## src/rtl/core/bla_pkg.sv

```systemverilog
// Shared types and constants for the button latch and auto-repeat block.
package bla_pkg;

	// Configuration register indexes
	localparam logic [1:0] CFG_INITIAL_DELAY    = 2'd0;
	localparam logic [1:0] CFG_PRIMARY_PERIOD   = 2'd1;
	localparam logic [1:0] CFG_SECONDARY_PERIOD = 2'd2;

	// Configuration reset values
	localparam logic [7:0] RST_INITIAL_DELAY    = 8'd20;
	localparam logic [7:0] RST_PRIMARY_PERIOD   = 8'd4;
	localparam logic [7:0] RST_SECONDARY_PERIOD = 8'd8;

	// Filter constants
	localparam logic [15:0] DIR_MASK   = 16'hF000;
	localparam logic [15:0] MID_MASK   = 16'h0FF0;
	localparam logic [31:0] KEEP_MASK  = 32'hF00FF00F;
	localparam logic [3:0]  TIMER_MAX  = 4'd10;
	localparam logic [3:0]  TIMER_GATE = 4'd4;

	// Remainder unit: counter bits consumed per cycle
	localparam int RDX_BITS = 4;

	// Number of hold counters
	localparam int NUM_CNT = 8;

	// Controller to datapath commands
	typedef struct packed {
		logic       accept;   // input beat taken: filter and count
		logic       load;     // load remainder unit from counter load_sel
		logic       step;     // one digit of both remainders
		logic       eval;     // record masks for counter sel
		logic       emit;     // load output registers
		logic [2:0] sel;
		logic [2:0] load_sel;
	} bla_cmd_t;

	// Counter k serves button k (k < 4) or button k + 8 (k >= 4)
	function automatic logic [3:0] cnt_bit(input logic [2:0] k);
		return {k[2], k[2], k[1:0]};
	endfunction

endpackage

```

## src/rtl/core/button_latch_and_autorepeat.sv

```systemverilog
// Top level of the button latch and auto-repeat block.
//
//  channel  direction  handshake             payload
//  in       sink       in_valid / in_stall   buttons[15:0]
//  out      source     out_valid / out_stall fresh_presses, primary_repeat, secondary_repeat
//  cfg      sink       cfg_we                cfg_index[1:0], cfg_data[7:0]
//
// The next beat is taken only after the result of the previous one has entered the output register.
// One shared remainder unit walks the eight hold counters, 4 bits a cycle.
// in_stall stays high from the accepted beat until the result enters the output register.
// A result waits in the output register under out_stall; the next beat is taken meanwhile,
// and its result then waits in the controller with in_stall held high.
// Reset restores the register defaults and clears latch, timer, history and counters.
module button_latch_and_autorepeat
	import bla_pkg::*;
#(
	parameter int HOLD_COUNT_WIDTH = 32
) (
	input  logic        clk,
	input  logic        arst_n,
	input  logic        cfg_we,
	input  logic [1:0]  cfg_index,
	input  logic [7:0]  cfg_data,
	input  logic        in_valid,
	output logic        in_stall,
	input  logic [15:0] buttons,
	output logic        out_valid,
	input  logic        out_stall,
	output logic [15:0] fresh_presses,
	output logic [31:0] primary_repeat,
	output logic [31:0] secondary_repeat
);

	bla_cmd_t cmd;

	// Sequencer
	bla_ctrl #(
		.HOLD_COUNT_WIDTH(HOLD_COUNT_WIDTH)
	) u_ctrl (
		.clk       (clk),
		.arst_n    (arst_n),
		.in_valid  (in_valid),
		.in_stall  (in_stall),
		.out_valid (out_valid),
		.out_stall (out_stall),
		.cmd       (cmd)
	);

	// Filter, counters and remainder unit
	bla_datapath #(
		.HOLD_COUNT_WIDTH(HOLD_COUNT_WIDTH)
	) u_datapath (
		.clk              (clk),
		.arst_n           (arst_n),
		.cfg_we           (cfg_we),
		.cfg_index        (cfg_index),
		.cfg_data         (cfg_data),
		.buttons          (buttons),
		.cmd              (cmd),
		.fresh_presses    (fresh_presses),
		.primary_repeat   (primary_repeat),
		.secondary_repeat (secondary_repeat)
	);

endmodule

```

## src/rtl/core/bla_ctrl.sv

```systemverilog
// Controller state machine: sequences filtering, remainder digits and output.
module bla_ctrl
	import bla_pkg::*;
#(
	parameter int HOLD_COUNT_WIDTH = 32
) (
	input  logic     clk,
	input  logic     arst_n,
	input  logic     in_valid,
	output logic     in_stall,
	output logic     out_valid,
	input  logic     out_stall,
	output bla_cmd_t cmd
);

	localparam int NDIG  = (HOLD_COUNT_WIDTH + RDX_BITS - 1) / RDX_BITS;
	localparam int DIG_W = $clog2(NDIG);

	typedef enum logic [4:0] {
		S_IDLE = 5'b00001,
		S_LOAD = 5'b00010,
		S_STEP = 5'b00100,
		S_EVAL = 5'b01000,
		S_EMIT = 5'b10000
	} state_t;

	state_t             state_q, state_d;
	logic [2:0]         k_q, k_d;
	logic [DIG_W-1:0]   dig_q, dig_d;
	logic               out_valid_q, out_valid_d;
	logic               out_free;

	assign in_stall  = (state_q != S_IDLE);
	assign out_valid = out_valid_q;
	assign out_free  = !out_valid_q || !out_stall;

	// Next state and commands
	always_comb begin
		state_d     = state_q;
		k_d         = k_q;
		dig_d       = dig_q;
		out_valid_d = out_valid_q && out_stall;
		cmd         = '0;
		cmd.sel     = k_q;
		cmd.load_sel = k_q;
		case (state_q)
			S_IDLE: begin
				if (in_valid) begin
					cmd.accept = 1'b1;
					k_d        = '0;
					state_d    = S_LOAD;
				end
			end
			S_LOAD: begin
				cmd.load = 1'b1;
				dig_d    = '0;
				state_d  = S_STEP;
			end
			S_STEP: begin
				cmd.step = 1'b1;
				dig_d    = dig_q + 1'b1;
				if (dig_q == DIG_W'(NDIG - 1)) begin
					state_d = S_EVAL;
				end
			end
			S_EVAL: begin
				cmd.eval     = 1'b1;
				cmd.load_sel = k_q + 3'd1;
				if (k_q == 3'(NUM_CNT - 1)) begin
					state_d = S_EMIT;
				end else begin
					cmd.load = 1'b1;
					k_d      = k_q + 3'd1;
					dig_d    = '0;
					state_d  = S_STEP;
				end
			end
			S_EMIT: begin
				if (out_free) begin
					cmd.emit    = 1'b1;
					out_valid_d = 1'b1;
					state_d     = S_IDLE;
				end
			end
			default: begin
				state_d = S_IDLE;
			end
		endcase
	end

	// State registers
	always_ff @(posedge clk or negedge arst_n) begin
		if (!arst_n) begin
			state_q     <= S_IDLE;
			k_q         <= '0;
			dig_q       <= '0;
			out_valid_q <= 1'b0;
		end else begin
			state_q     <= state_d;
			k_q         <= k_d;
			dig_q       <= dig_d;
			out_valid_q <= out_valid_d;
		end
	end

endmodule

```

## src/rtl/core/bla_datapath.sv

```systemverilog
// Datapath: config registers, button filter, hold counters, remainder unit, outputs.
module bla_datapath
	import bla_pkg::*;
#(
	parameter int HOLD_COUNT_WIDTH = 32
) (
	input  logic        clk,
	input  logic        arst_n,
	input  logic        cfg_we,
	input  logic [1:0]  cfg_index,
	input  logic [7:0]  cfg_data,
	input  logic [15:0] buttons,
	input  bla_cmd_t    cmd,
	output logic [15:0] fresh_presses,
	output logic [31:0] primary_repeat,
	output logic [31:0] secondary_repeat
);

	localparam int HCW  = HOLD_COUNT_WIDTH;
	localparam int NDIG = (HCW + RDX_BITS - 1) / RDX_BITS;
	localparam int PW   = NDIG * RDX_BITS;

	// Configuration
	logic [7:0] delay_raw_q, pper_raw_q, sper_raw_q;
	logic [6:0] delay, pper, sper;

	// Filter state
	logic [15:0] latched_q, prev_q;
	logic [3:0]  timer_q;
	logic [15:0] filt_q, fresh_q;
	logic [HCW-1:0] cnt_q [NUM_CNT];

	// Filter next values
	logic [15:0] held, cur, nxt_latched;
	logic [3:0]  nxt_timer, t;
	logic [4:0]  t_inc;

	// Remainder unit
	logic [PW-1:0]  sh_q;
	logic [6:0]     rp_q, rs_q;
	logic [7:0]     rp, rs;
	logic [HCW-1:0] c_q;

	// Per-item masks
	logic [15:0] clr_p_q, clr_s_q, flag_q;
	logic        ge_d, ge2, lt_d, lt_2d;
	logic [3:0]  bpos;
	logic [31:0] prim;

	// Halved registers; a zero half period acts as one
	assign delay = delay_raw_q[7:1];
	assign pper  = (pper_raw_q[7:1] == 7'd0) ? 7'd1 : pper_raw_q[7:1];
	assign sper  = (sper_raw_q[7:1] == 7'd0) ? 7'd1 : sper_raw_q[7:1];

	// Config writes
	always_ff @(posedge clk or negedge arst_n) begin
		if (!arst_n) begin
			delay_raw_q <= RST_INITIAL_DELAY;
			pper_raw_q  <= RST_PRIMARY_PERIOD;
			sper_raw_q  <= RST_SECONDARY_PERIOD;
		end else if (cfg_we) begin
			case (cfg_index)
				CFG_INITIAL_DELAY:    delay_raw_q <= cfg_data;
				CFG_PRIMARY_PERIOD:   pper_raw_q  <= cfg_data;
				CFG_SECONDARY_PERIOD: sper_raw_q  <= cfg_data;
				default: ;
			endcase
		end
	end

	// Latch and activation timer filter
	always_comb begin
		held        = buttons & latched_q;
		cur         = buttons;
		nxt_latched = latched_q;
		nxt_timer   = timer_q;
		t           = timer_q;
		t_inc       = {1'b0, timer_q} + 5'd2;
		if (held != 16'd0) begin
			cur = held;
		end else if (buttons == 16'd0) begin
			nxt_latched = '0;
			nxt_timer   = (t_inc > {1'b0, TIMER_MAX}) ? TIMER_MAX : t_inc[3:0];
		end else begin
			if (t < TIMER_GATE && (buttons & DIR_MASK) != 16'd0) begin
				cur = buttons & DIR_MASK;
				t   = TIMER_MAX;
			end
			if (t >= TIMER_GATE) begin
				nxt_timer   = '0;
				cur         = cur & (~cur + 16'd1);
				nxt_latched = cur;
			end else begin
				cur         = '0;
				nxt_latched = '0;
				nxt_timer   = t;
			end
		end
	end

	// Filter state and hold counters, updated on the input beat
	always_ff @(posedge clk or negedge arst_n) begin
		if (!arst_n) begin
			latched_q <= '0;
			timer_q   <= '0;
			prev_q    <= '0;
			for (int k = 0; k < NUM_CNT; k++) begin
				cnt_q[k] <= '0;
			end
		end else if (cmd.accept) begin
			latched_q <= nxt_latched;
			timer_q   <= nxt_timer;
			prev_q    <= cur;
			for (int k = 0; k < NUM_CNT; k++) begin
				cnt_q[k] <= cur[cnt_bit(3'(k))] ? cnt_q[k] + 1'b1 : '0;
			end
		end
	end

	// Filtered and fresh bits for this item
	always_ff @(posedge clk) begin
		if (cmd.accept) begin
			filt_q  <= cur;
			fresh_q <= cur & ~prev_q;
		end
	end

	// Remainder digit step: RDX_BITS restoring steps for both periods
	always_comb begin
		rp = {1'b0, rp_q};
		rs = {1'b0, rs_q};
		for (int i = 0; i < RDX_BITS; i++) begin
			rp = {rp[6:0], sh_q[PW-1-i]};
			if (rp >= {1'b0, pper}) begin
				rp = rp - {1'b0, pper};
			end
			rs = {rs[6:0], sh_q[PW-1-i]};
			if (rs >= {1'b0, sper}) begin
				rs = rs - {1'b0, sper};
			end
		end
	end

	always_ff @(posedge clk) begin
		if (cmd.load) begin
			sh_q <= PW'(cnt_q[cmd.load_sel]);
			c_q  <= cnt_q[cmd.load_sel];
			rp_q <= '0;
			rs_q <= '0;
		end else if (cmd.step) begin
			sh_q <= sh_q << RDX_BITS;
			rp_q <= rp[6:0];
			rs_q <= rs[6:0];
		end
	end

	// Threshold tests on the current counter; only the ge2 test reads a set top bit as negative
	assign ge_d  = c_q >= HCW'(delay);
	assign lt_d  = !ge_d;
	assign lt_2d = c_q < HCW'({delay, 1'b0});
	assign ge2   = !c_q[HCW-1] && (c_q >= HCW'(2));
	assign bpos  = cnt_bit(cmd.sel);

	// Clear and held-flag masks
	always_ff @(posedge clk) begin
		if (cmd.accept) begin
			clr_p_q <= '0;
			clr_s_q <= '0;
			flag_q  <= '0;
		end else if (cmd.eval) begin
			clr_p_q[bpos] <= (ge_d && rp_q != 7'd0) || (ge2 && lt_d);
			clr_s_q[bpos] <= (ge_d && rs_q != 7'd0) || (ge2 && lt_2d);
			flag_q[bpos]  <= ge_d;
		end
	end

	// Output registers
	assign prim = {flag_q, filt_q & ~clr_p_q};

	always_ff @(posedge clk) begin
		if (cmd.emit) begin
			fresh_presses    <= fresh_q;
			primary_repeat   <= (prim & KEEP_MASK) | {16'd0, fresh_q & MID_MASK};
			secondary_repeat <= ({16'd0, filt_q & ~clr_s_q} & KEEP_MASK)
				| {16'd0, fresh_q & MID_MASK};
		end
	end

endmodule
```

## config.mk

```make
export PLATFORM = sky130hd
export DESIGN_NAME = button_latch_and_autorepeat
export DESIGN_NICKNAME = d
export VERILOG_FILES = /design/src/rtl/core/bla_pkg.sv /design/src/rtl/core/button_latch_and_autorepeat.sv /design/src/rtl/core/bla_ctrl.sv /design/src/rtl/core/bla_datapath.sv
export SDC_FILE = /design/constraint.sdc
export NUM_CORES = 1
export LEC_CHECK = 0
export ABC_AREA = 1
export BUFFER_PORTS_ARGS = -buffer_cell sky130_fd_sc_hd__buf_2
export CORE_MARGIN = 1
export CORE_UTILIZATION = 43
export DETAILED_ROUTE_END_ITERATION = 16
export MAX_ROUTING_LAYER = met4
export PLACE_DENSITY_LB_ADDON = 0.15
export REMOVE_ABC_BUFFERS = 1
export SLEW_MARGIN = 20
export SYNTH_ARGS = -nofsm -noshare
export SYNTH_HDL_FRONTEND = slang
export SYNTH_SLANG_ARGS = --single-unit
```

## constraint.sdc

```tcl
create_clock -name clk -period 20.2 [get_ports clk]
set_input_delay 4.04 -clock clk [delete_from_list [all_inputs] [get_ports clk]]
set_output_delay 4.04 -clock clk [all_outputs]
set_load 0.01 [all_outputs]
```

After elaboration in Yosys (flattened, before gate mapping):

Index checks and enable logic that the tools add are counted.

* register bits after elaboration: 566
* bits of input ports: 31
* word-level logic and storage cells: 189

* $add $sub $neg: 20
* order comparisons: 17
* eq/ne operators: 14
* mux-type cells: 62
* bitwise gates (word level): 13
* reductions and logical operators: 33

Operators with widths (count)
* 32-bit 2-to-1 mux: 12
* 32-bit by 1-bit adder with 32-bit output (second input constant): 8
* 32-bit binary-select mux with 3-bit select: 1
* 16-bit 2-to-1 mux: 6
* 16-bit AND: 5
* 7-bit 2-to-1 mux: 10
* 8-bit by 7-bit greater-or-equal comparator with 1-bit output: 8
* 16-bit inverter: 4
* 7-bit subtractor: 8
* 16-bit bitwise mux: 3
* 32-bit by 2-bit greater-or-equal comparator with 1-bit output (second input constant): 1
* 32-bit by 7-bit greater-or-equal comparator with 1-bit output: 1
* 32-bit by 8-bit less-than comparator with 1-bit output: 1
* 32-bit by 12-bit bitwise OR with 32-bit output: 1
* 16-bit nonzero test: 2
* 5-bit case mux with 5 select lines: 1
* 4-bit 2-to-1 mux: 6
* 5-bit 2-to-1 mux: 4
* 16-bit by 1-bit adder with 16-bit output (second input constant): 1
* 16-bit logical NOT: 1
* 16-bit by 12-bit bitwise OR with 16-bit output: 1
* 7-bit logical NOT: 2
* 7-bit nonzero test: 2
* 12-bit 2-to-1 mux: 1
* 35 further kinds: 69

Logic depth before layout (Yosys ltp):

Gate-level depths: netlist of run 1.

* word-level depth: 12
* depth in mapped cells: 51

By module:

Synthesis of run 1 repeated with hierarchy kept, for this count alone.

* cell total of the unflattened synthesis: 3878
* area total of the unflattened synthesis: 30066.3 um2

Modules (own cells, without submodules)
* bla_datapath: times used 1, cells an instance 3781, area each 29296.8 um2, seq. area each 12441.9 um2
* bla_ctrl: times used 1, cells an instance 97, area each 769.5 um2, seq. area each 301.5 um2

Worst setup path before layout of run 1:

Ideal clock, no wire load.

* path kind: in2reg
* start: input out_stall
* end: register u_datapath.fresh_presses[0], enable pin
* setup time: 0.451 ns
* data arrival time: 5.969 ns
* path slack: 13.781 ns
* stages: 1
* buffers on the path: 0
* cell sequence: a21oi_1

* longest elaborated chain between the ends: 4

RTL lines
* start, declared: line button_latch_and_autorepeat.sv:28 `input logic out_stall,`
* 1-bit logical NOT: line bla_ctrl.sv:35 `assign out_free = !out_valid_q || !out_stall;`
* 1-bit logical OR: line bla_ctrl.sv:35
* 1-bit 2-to-1 mux: line bla_ctrl.sv:79 `if (out_free) begin`
* 1-bit 2-to-1 mux: line bla_ctrl.sv:46 `case (state_q)`
* end signal, assigned: line bla_datapath.sv:182 `fresh_presses <= fresh_q;`
* end, declared: line bla_datapath.sv:14 `output logic [15:0] fresh_presses,`

No other way between the ends.
A chain may end at the register's enable or synchronous reset.

Worst setup path after layout of run 1:

* start: register u_datapath.pper_raw_q[7]
* end: register u_datapath.rp_q[6]

* longest elaborated chain between the ends: 10
* elaborated cells on any way between the ends: 14
* those cells by class: add/sub: 4; order compare: 4; mux: 5; reduce/logical: 1

RTL lines
* start, declared: line bla_datapath.sv:24 `logic [7:0] delay_raw_q, pper_raw_q, sper_raw_q;`
* start signal, assigned: line bla_datapath.sv:64 `CFG_PRIMARY_PERIOD: pper_raw_q <= cfg_data;`
* 7-bit logical NOT: line bla_datapath.sv:52 `assign pper = (pper_raw_q[7:1] == 7'd0) ? 7'd1 : pper_raw_q[7:1];`
* 7-bit 2-to-1 mux (*): line bla_datapath.sv:52
* 7-bit subtractor or 8-bit by 7-bit greater-or-equal comparator with 1-bit output (tied branches): line bla_datapath.sv:135, bla_datapath.sv:134
* 7-bit 2-to-1 mux: line bla_datapath.sv:134 `if (rp >= {1'b0, pper}) begin`
* 7-bit subtractor or 8-bit by 7-bit greater-or-equal comparator with 1-bit output (tied branches): line bla_datapath.sv:135, bla_datapath.sv:134
* 7-bit 2-to-1 mux: line bla_datapath.sv:134
* 7-bit subtractor or 8-bit by 7-bit greater-or-equal comparator with 1-bit output (tied branches): line bla_datapath.sv:135, bla_datapath.sv:134
* 7-bit 2-to-1 mux: line bla_datapath.sv:134
* 7-bit subtractor or 8-bit by 7-bit greater-or-equal comparator with 1-bit output (tied branches): line bla_datapath.sv:135, bla_datapath.sv:134
* 7-bit 2-to-1 mux (*): line bla_datapath.sv:134
* end signal, assigned: line bla_datapath.sv:152 `rp_q <= rp[6:0];`
* end, declared: line bla_datapath.sv:40 `logic [6:0] rp_q, rs_q;`

Every way passes the cells marked *; elsewhere a longest branch is shown, timed or not.

==> run metrics, run 1 <==
largest net degree at the start of global routing between 100 and 150; number of synthesized flops with an enable pin 128; most frequent cells in the layout 810 x nand2_1, 631 x inv_1, 385 x nor2_1, 320 x dfrtp_1, 285 x nand3_1; number of inserted diodes 0; PwrDens between 150 and 200 mW/mm²; RD Place Congestion roughly 0.9; Period minus WS final 7491 ps; maxcap violations 0; die width roughly 260 µm; cts-stage hold buffer count 0; CP max-delay cell dfrtp_1; worst slack at placement 12,750 ps; starting DRC count in detailed routing 1,665; critical path's top delay family simple AND/OR/NAND/NOR gates; CP bufs+invs 5; antenna violations before repair 0; Peak VDD IR roughly 0.28 mV; Post-DRT Antenna Nets 0; WL per Instance 16.05 µm; share of cells above drive strength 1 under 10%; post-DP HPWL about 56,000 µm; port buffer count between 80 and 90; Overflow after GRT 0; Cell Rows 95; setup_tns 0 ps; WS Path Type flip-flop to flip-flop; final setup vio count 0; Synth Register Bits 491; mapped cell area 0.02967 mm²; final worst slack 12,710 ps; CP arrival approximately 8000 ps; Max FO, Critical Path 10; critical path's largest stage delay 450 ps; RSZ-0062 raised after global routing no; vias post-DR ~25,000; core region area between 0.06 and 0.07 mm²; CP Capture Type flip-flop; Sink Count between 400 and 500; CP required ~21,000 ps; Avg Inst Size Synth ~7.6 µm²; CTS clk-pin slew, worst paths around 70 ps; FMAX roughly 130 MHz; Rel. slew slack 35.42%; post-synthesis sequential area ratio 42.95%; status finished clean; Final Util 48.06%; period utilization between 30 and 40%; initial cell density of the core between 40% and 50%; Gate Count Post-Synth 3,890; CTS tree done; Synth-to-Final Area Change 9.746%; clock skew approximately 30 ps; CTS root buf clkbuf_16; Synth Flop Type dfrtp_1; Via density 5.140; synth unique cells 63; chip height about 260 µm; Static Leakage around 16 nW; # DRC 0; Post CTS Setup Buffer Count 0; Crit path top cell by count nand2_1; worst skew pair latency between 600 and 700 ps; # nets final about 4,000; Clock Path Buffers 3; most common cell after layout, fill and taps aside nand2_1; TritonCTS Buffers 55; Final Hold Vio Count 0; Ys Warns 0; cts repair resizes 0; DRT Pass-1 Iters 5; Die Area 0.07005 mm²; crit path launch type flip-flop; htree depth 2; num ports 113; first-pass GRT wire length roughly 120,000 µm; Hold WC Path Type flip-flop to flip-flop; Async S/R FF share, synth 66.19%; slew of the pin with the lowest slew margin 967.7 ps; Total Routing Usage GR between 20% and 30%; vias in the first global route 23,510; Final Max Slew Viols 0; Post-Route WL just under 80,000 µm
==> where the power goes <==
group          switching (mW)  internal, mW
combinational            2.09          1.09
clock                   0.426         0.609
sequential             0.0599          1.17
==> through the flow <==
step | hold slack [ps] | cell area (µm²) | power (mW) | std cells
3_3_place_gp | 401.4 | 30680 | 4.386 | 4738
4_1_cts | 414.8 | 32560 | 5.465 | 4841
6_report | 412.9 | 32560 | 5.446 | 4841
2_1_floorplan | 400.3 | 28910 | 3.690 | 3755
5_1_grt | 420.9 | 32560 | 5.939 | 4841
3_5_place_dp | 404.5 | 30680 | 4.394 | 4738
==> cell usage after synthesis (5+ instances only) <==
master	count	area share, %
nor3_1	126	2.1
buf_6	5	0.19
o22ai_1	20	0.42
nand3_2	10	0.34
o21ai_0	261	4.4
ha_1	84	3.5
nand2_1	810	10
o21ai_1	15	0.25
a211oi_1	15	0.38
nand4_1	90	1.9
buf_4	46	1.2
nor2_1	385	4.9
xnor2_1	29	0.86
xor2_1	148	4.4
fa_1	8	0.54
nor2_2	9	0.19
dfxtp_1	38	2.6
nand3_1	285	4.8
a21oi_1	114	1.9
o221ai_1	6	0.18
dfstp_2	5	0.44
nor2_4	6	0.23
o21a_1	7	0.18
nor4_1	38	0.80
o211ai_1	24	0.61
nand3b_1	15	0.38
or2_2	28	0.59
inv_2	7	0.089
dfrtp_1	320	27
clkbuf_1	62	0.78
inv_1	633	8.0
o21bai_1	6	0.15
nand2_2	6	0.13
buf_2	33	0.56
buf_1	12	0.15
a31oi_1	6	0.13
edfxtp_1	128	13
==> worst paths after layout <==
kind                                                to                     start  slack, ps  cells after the start
min in group asynchronous     u_datapath.sper_raw_q[4]                    arst_n       3380                      1
max in group asynchronous        u_datapath.cnt_q[115]                    arst_n      14630                      3
max                                 u_datapath.rp_q[6]  u_datapath.pper_raw_q[7]      12710                     47
min reg2reg                u_datapath.fresh_presses[6]     u_datapath.fresh_q[6]        410                      0
min                        u_datapath.fresh_presses[6]     u_datapath.fresh_q[6]        410                      0
max reg2reg                         u_datapath.rp_q[6]  u_datapath.pper_raw_q[7]      12710                     47
==> layer usage <==
layer	track usage, %	part of all wire, %
met1	31.18	47
met2	36.26	46
met3	2.248	4.6
met4	5.921	2.2
met5	-	0
==> logic make-up (layout without fill, tap and decap cells) <==
| logic type | after synthesis | count (layout) | synth area share, % |
|---|---|---|---|
| XOR/XNOR | 177 | 177 | 5.225 |
| other | 1 | 24 | 0.01264 |
| AO/OA/AOI/OAI | 502 | 502 | 9.476 |
| AND/OR/NAND/NOR | 1827 | 1827 | 27.27 |
| flip-flops | 491 | 491 | 42.95 |
| adder cells (fa/ha/maj) | 92 | 92 | 4.082 |
| buffers and inverters | 800 | 855 | 10.98 |
==> sequential cells by signal (all words and copies together), names as in the netlist, 16 cells and up <==
register	count
u_datapath.fresh_presses	16
u_datapath.primary_repeat	16
u_datapath.sh_q	32
u_datapath.latched_q	16
u_datapath.cnt_q	256
u_datapath.prev_q	16
u_datapath.c_q	32
u_datapath.fresh_q	16
==> layout make-up <==
class | instances | area, µm²
clock inverter | 27 | 314.1
timing repair buffer | 110 | 630.6
tap | 873 | 1092
sequential | 491 | 12740
inverter | 642 | 2415
clock buffer | 76 | 1567
multi-input combinational | 2622 | 13800
fill | 6733 | 35190
(Power assumes the default switching activity.)
==> inputs of run 2 (changes only) <==
- clock period: 20.2 -> 7.3 ns (I/O delays scaled with it)
==> run 2 against run 1 <==
  * First-iteration DRC count is 1.9% higher
  * Power rose to 2.9 times the previous value
  * Design area rose by 0.72%
  * Clock skew down 4.4 ps
  * Setup slack worse by 12000 ps
  * Via count down 0.44%
  * Critical path depth increased by 1
  * Largest cell class unchanged
  * Largest power group unchanged
==> run metrics, run 2 (synthesis gave the netlist of run 1 again) <==
CP max-delay cell fa_1 (was dfrtp_1); FMAX 148.5 MHz (was 133.5 MHz); vias post-DR 24,770 (was 24,880); CP Capture Type flip-flop (unchanged); Static Leakage 15.62 nW (was 15.53 nW); initial cell density of the core 43.79% (unchanged); crit path launch type flip-flop (unchanged); Crit path top cell by count nand2_1 (unchanged); most flop-heavy register u_datapath.cnt_q (unchanged); maxcap violations 0 (unchanged); Hold WC Path Type flip-flop to flip-flop (unchanged); Period minus WS final 6735 ps (was 7491 ps); htree depth 2 (unchanged); core region area 0.06775 mm² (unchanged); WL per Instance 16.11 µm (was 16.05 µm); Gate power share 59.9% (was 58.4%); Die Area 0.07005 mm² (unchanged); sequential power share 21.8% (was 22.6%); RD Place Congestion 0.8977 (was 0.8935); # DRC 0 (unchanged); Post-DRT Antenna Nets 0 (unchanged); Synth-to-Final Area Change 10.54% (was 9.746%); most frequent cells in the layout 809 x nand2_1, 630 x inv_1, 384 x nor2_1, 320 x dfrtp_1, 284 x nand3_1 (was 810 x nand2_1, 631 x inv_1, 385 x nor2_1, 320 x dfrtp_1, 285 x nand3_1); die width 264.7 µm (unchanged); number of inserted diodes 0 (unchanged); Internal Power 8.253 mW (was 2.866 mW); placed cell area 0.03076 mm² (was 0.03068 mm²); Total Routing Usage GR 22.98% (was 22.79%); TritonCTS Buffers 54 (was 55); port buffer count 87 (unchanged); Rel. slew slack 28.77% (was 35.42%); Total Power 15.64 mW (was 5.446 mW); starting DRC count in detailed routing 1,696 (was 1,665); # nets final 4,055 (was 4,045); Final Max Slew Viols 0 (unchanged); CTS root buf clkbuf_16 (unchanged); Max FO, Critical Path 8 (was 10); Post-Route WL 78,110 µm (was 77,680 µm); fill count 6,743 (was 6,733); DRT Pass-1 Iters 5 (unchanged); most common cell after layout, fill and taps aside nand2_1 (unchanged); Peak VDD IR 0.7430 mV (was 0.2763 mV); final setup vio count 0 (unchanged); Clock Path Buffers 3 (unchanged); Overflow after GRT 0 (unchanged); Sink Count 491 (unchanged); Via density 5.109 (was 5.140); Clock power frac 18.3% (was 19.0%); Final Instance Area 0.03280 mm² (was 0.03256 mm²); sw power 7.386 mW (was 2.580 mW); slew of the pin with the lowest slew margin 1068 ps (was 967.7 ps); CP arrival 7290 ps (was 8000 ps); largest net degree at the start of global routing 150 (was 122); share of cells above drive strength 1 8.275% (was 7.611%); post-DP HPWL 55,770 µm (was 55,550 µm); chip height 264.7 µm (unchanged); num ports 113 (unchanged); PwrDens 476.9 mW/mm² (was 167.3 mW/mm²); CTS clk-pin slew, worst paths 60 ps (was 70 ps); Largest register FFs 256 (unchanged); hold depth 0 (unchanged); status finished clean (unchanged); worst skew pair latency 620 ps (was 630 ps); antenna violations before repair 0 (unchanged); CTS tree done (unchanged); clock skew 25.17 ps (was 29.53 ps); Sw Share 47.23% (was 47.37%); CP required 7850 ps (was 20,710 ps); biggest regs u_datapath.cnt_q (256), u_datapath.c_q (32), u_datapath.sh_q (32) (unchanged); Cell Rows 95 (unchanged); cts-stage hold buffer count 0 (unchanged); Final Hold Vio Count 0 (unchanged); period utilization 92.26% (was 37.09%); vias in the first global route 23,780 (was 23,510); R2R depth 48 (was 47); critical path's largest stage delay 450 ps (about the same); first-pass GRT wire length 125,300 µm (was 124,000 µm); WS Path Type flip-flop to flip-flop (unchanged)
run 2: area by class of cell:
cell class	instances	area (µm²)	share of cell area (%)
clock buffers	69	1508	4.597
clock inverters	31	356.6	1.087
repair buffers	121	738.2	2.251
well taps	873	1092	3.331
inverters	642	2415	7.363
flip-flops and latches	491	12740	38.86
multi-input cells	2622	13940	42.51
run 2: repair_timing:
item,4_1_cts,5_1_grt
gates resized for setup,0,28
buffers inserted,0,3
endpoints found under the hold margin,0,0
setup endpoints to repair,0,14
run 2: worst max-delay path: cells and delay by family, from the launching register on:
kind                     cells  cell delay (ps)
flip-flops                   1              400
adder cells (fa/ha/maj)      5             1750
AO/OA/AOI/OAI                5              790
buffers and inverters        7              590
AND/OR/NAND/NOR             31             3130
run 2: worst paths after layout:
| kind | from | to | slack (ps) |
|---|---|---|---|
| setup reg to reg | u_datapath.sper_raw_q[6] | u_datapath.rs_q[1] | 560 |
| setup / recovery | u_datapath.sper_raw_q[6] | u_datapath.rs_q[1] | 560 |
| hold reg to reg | u_datapath.fresh_q[13] | u_datapath.fresh_presses[13] | 420 |
| max in group asynchronous | arst_n | u_datapath.cnt_q[17] | 4840 |
| hold / removal | u_datapath.fresh_q[13] | u_datapath.fresh_presses[13] | 420 |
| min in group asynchronous | arst_n | u_datapath.pper_raw_q[3] | 870 |
run 2: metal layers:
metal  up-vias  wire length [µm]  GRT usage, %
met3       120              3691         2.276
met5         -                 0             -
met4         0              1876         6.890
li1      12620                 -             -
met2       512             35630         35.94
met1     11520             36910         31.58
run 2: metrics by stage:
stage	util, %	std cells	hold WS [ps]	setup TNS, ps	worst slack (ps)
6_report	48.40	4849	416.0	0	564.7
2_1_floorplan	-	3755	400.3	0	135.8
3_3_place_gp	45.41	4746	404.8	0	317.8
4_1_cts	48.16	4846	415.2	0	185.9
3_5_place_dp	45.41	4746	406.2	0	225.5
5_1_grt	48.40	4849	422.2	-1.100	-1.100
run 2: power groups by stage:
stage	combinational (mW)	clock, mW	sequential (mW)
global route	10.6	3.04	3.44
global placement	8.89	0	3.45
CTS	8.93	2.94	3.40
floorplan	6.80	0	3.41
detailed placement	8.88	0	3.45
finish	9.37	2.87	3.40
==> inputs of run 3 (changes only) <==
- CTS_BUF_LIST: default -> sky130_fd_sc_hd__clkbuf_16
==> run 3 against run 2 <==
  * Combinational power about the same
  * Design area down 0.31%
  * Sequential share of layout area up 0.12 points
  * Sequential power about the same
  * Critical path type unchanged
  * Critical endpoint unchanged
  * Highest routed layer unchanged
==> run metrics, run 3 (synthesis gave the netlist of run 1 again) <==
Sink Count 491 (unchanged); Die Area 0.07005 mm² (unchanged); Rel. slew slack 30.58% (was 28.77%); largest net degree at the start of global routing 150 (unchanged); Max FO, Critical Path 8 (unchanged); Crit path top cell by count nand2_1 (unchanged); Clock power frac 17.7% (was 18.3%); die width 264.7 µm (unchanged); first-pass GRT wire length 125,200 µm (was 125,300 µm); port buffer count 87 (unchanged); CP Capture Type flip-flop (unchanged); CTS tree done (unchanged); biggest regs u_datapath.cnt_q (256), u_datapath.c_q (32), u_datapath.sh_q (32) (unchanged); sequential power share 21.9% (was 21.8%); most frequent cells in the layout 809 x nand2_1, 635 x inv_1, 384 x nor2_1, 320 x dfrtp_1, 284 x nand3_1 (was 809 x nand2_1, 630 x inv_1, 384 x nor2_1, 320 x dfrtp_1, 284 x nand3_1); Final Max Slew Viols 0 (unchanged); Largest register FFs 256 (unchanged); Cell Count, Final, Fillers Out 4,849 (unchanged); Final Instance Area 0.03270 mm² (was 0.03280 mm²); CP endpoint u_datapath.rs_q[1] (unchanged); CP arrival 7310 ps (was 7290 ps); Post-DRT Antenna Nets 0 (unchanged); CP required 7850 ps (about the same); initial cell density of the core 43.79% (unchanged); CP max-delay cell fa_1 (unchanged); worst r2r dst u_datapath.rs_q[1] (unchanged); Clock Path Buffers 3 (unchanged); worst skew pair latency 620 ps (about the same); WL per Instance 16.08 µm (was 16.11 µm); R2R depth 48 (unchanged); CTS root buf clkbuf_16 (unchanged); Synth-to-Final Area Change 10.20% (was 10.54%); critical path's largest stage delay 460 ps (was 450 ps); maxcap violations 0 (unchanged); hold slack 416.3 ps (was 416.0 ps); placed cell area 0.03076 mm² (unchanged); Cell Rows 95 (unchanged); Total Routing Usage GR 22.97% (was 22.98%); CTS clk-pin slew, worst paths 60 ps (about the same); Period minus WS final 6756 ps (was 6735 ps); Gate power share 60.4% (was 59.9%); crit path launch type flip-flop (unchanged); slew of the pin with the lowest slew margin 1041 ps (was 1068 ps); Internal Power 8.140 mW (was 8.253 mW); PwrDens 474.6 mW/mm² (was 476.9 mW/mm²); Static Leakage 15.59 nW (was 15.62 nW); # DRC 0 (unchanged); clock skew 24.17 ps (was 25.17 ps); hold depth 0 (unchanged); share of cells above drive strength 1 8.023% (was 8.275%); # nets final 4,055 (unchanged); final setup vio count 0 (unchanged); TritonCTS Buffers 54 (unchanged); WS Path Type flip-flop to flip-flop (unchanged); period utilization 92.55% (was 92.26%); crit path from u_datapath.sper_raw_q[6] (unchanged); register area 0.01274 mm² (unchanged); antenna violations before repair 0 (unchanged); RD Place Congestion 0.8977 (unchanged); internal reg-to-reg setup slack 540 ps (was 560 ps); Sw Share 47.54% (was 47.23%); Peak VDD IR 0.7417 mV (was 0.7430 mV); Post-Route WL 77,950 µm (was 78,110 µm); multi-input logic area 0.01394 mm² (unchanged); worst r2r src u_datapath.sper_raw_q[6] (unchanged); vias post-DR 24,770 (about the same); most flop-heavy register u_datapath.cnt_q (unchanged); Via density 5.108 (was 5.109); chip height 264.7 µm (unchanged); fill count 6,764 (was 6,743); most common cell after layout, fill and taps aside nand2_1 (unchanged); htree depth 2 (unchanged); Placed Cells incl. Taps 4,746 (unchanged); DRT Pass-1 Iters 5 (unchanged); status finished clean (unchanged); number of inserted diodes 0 (unchanged); sw power 7.376 mW (was 7.386 mW); starting DRC count in detailed routing 1,666 (was 1,696); FMAX 148.0 MHz (was 148.5 MHz); Total Power 15.52 mW (was 15.64 mW); core region area 0.06775 mm² (unchanged); Hold WC Path Type flip-flop to flip-flop (unchanged); num ports 113 (unchanged); vias in the first global route 23,760 (was 23,780); Final Hold Vio Count 0 (unchanged); Overflow after GRT 0 (unchanged); post-DP HPWL 55,770 µm (unchanged)
-- run 3: timing repair --
action / CTS / global route
resized for setup: 0 / 28
buffers inserted: 0 / 3
setup endpoints to repair: 0 / 14
hold buffers: 0 / 0
-- run 3: routing by layer --
layer  track usage (%)  part of all wire (%)  vias up
met2             35.95                    45      521
met4             6.827                   2.4        0
li1                  -                     -    12620
met3             2.285                   4.4      128
met5                 -                     0        -
met1             31.57                    48    11500
-- run 3: power groups by stage --
stage                     sequential (mW)  clock (mW)  combinational, mW
after detailed placement             3.45           0               8.88
after CTS                            3.40        2.83               8.93
final                                3.40        2.75               9.37
after floorplan                      3.41           0               6.80
after global placement               3.45           0               8.89
after global routing                 3.44        2.92               10.6
-- run 3: stage by stage --
step | utilization, % | setup WS (ps) | setup TNS, ps
2_1_floorplan | - | 135.8 | 0
3_3_place_gp | 45.41 | 317.8 | 0
3_5_place_dp | 45.41 | 225.5 | 0
4_1_cts | 48.01 | 185.9 | 0
5_1_grt | 48.26 | -1.161 | -1.161
6_report | 48.26 | 543.9 | 0
-- run 3: critical path: cells and delay by family, from the launching register on --
family	cells	cell delay [ps]
AOI/OAI and AO/OA	5	790
DFF	1	400
and+or+nand+nor	31	3150
buffers and inverters	7	590
adders and majority gates	5	1760
-- run 3: final cells by class --
type / instances / share of cell area, %
repair buffers: 121 / 2.258
clock buffers: 54 / 4.133
inverters: 642 / 7.386
clock inverters: 46 / 1.263
multi-input cells: 2622 / 42.64
flip-flops and latches: 491 / 38.98
well taps: 873 / 3.341
-- run 3: worst min path at each step --
stage                           startpoint                      endpoint  slack, ps
floorplan            u_datapath.fresh_q[0]   u_datapath.fresh_presses[0]        400
global placement    u_datapath.fresh_q[12]  u_datapath.fresh_presses[12]        400
detailed placement  u_datapath.fresh_q[13]  u_datapath.fresh_presses[13]        410
CTS                 u_datapath.fresh_q[13]  u_datapath.fresh_presses[13]        420
global route        u_datapath.fresh_q[12]  u_datapath.fresh_presses[12]        420
finish              u_datapath.fresh_q[13]  u_datapath.fresh_presses[13]        420
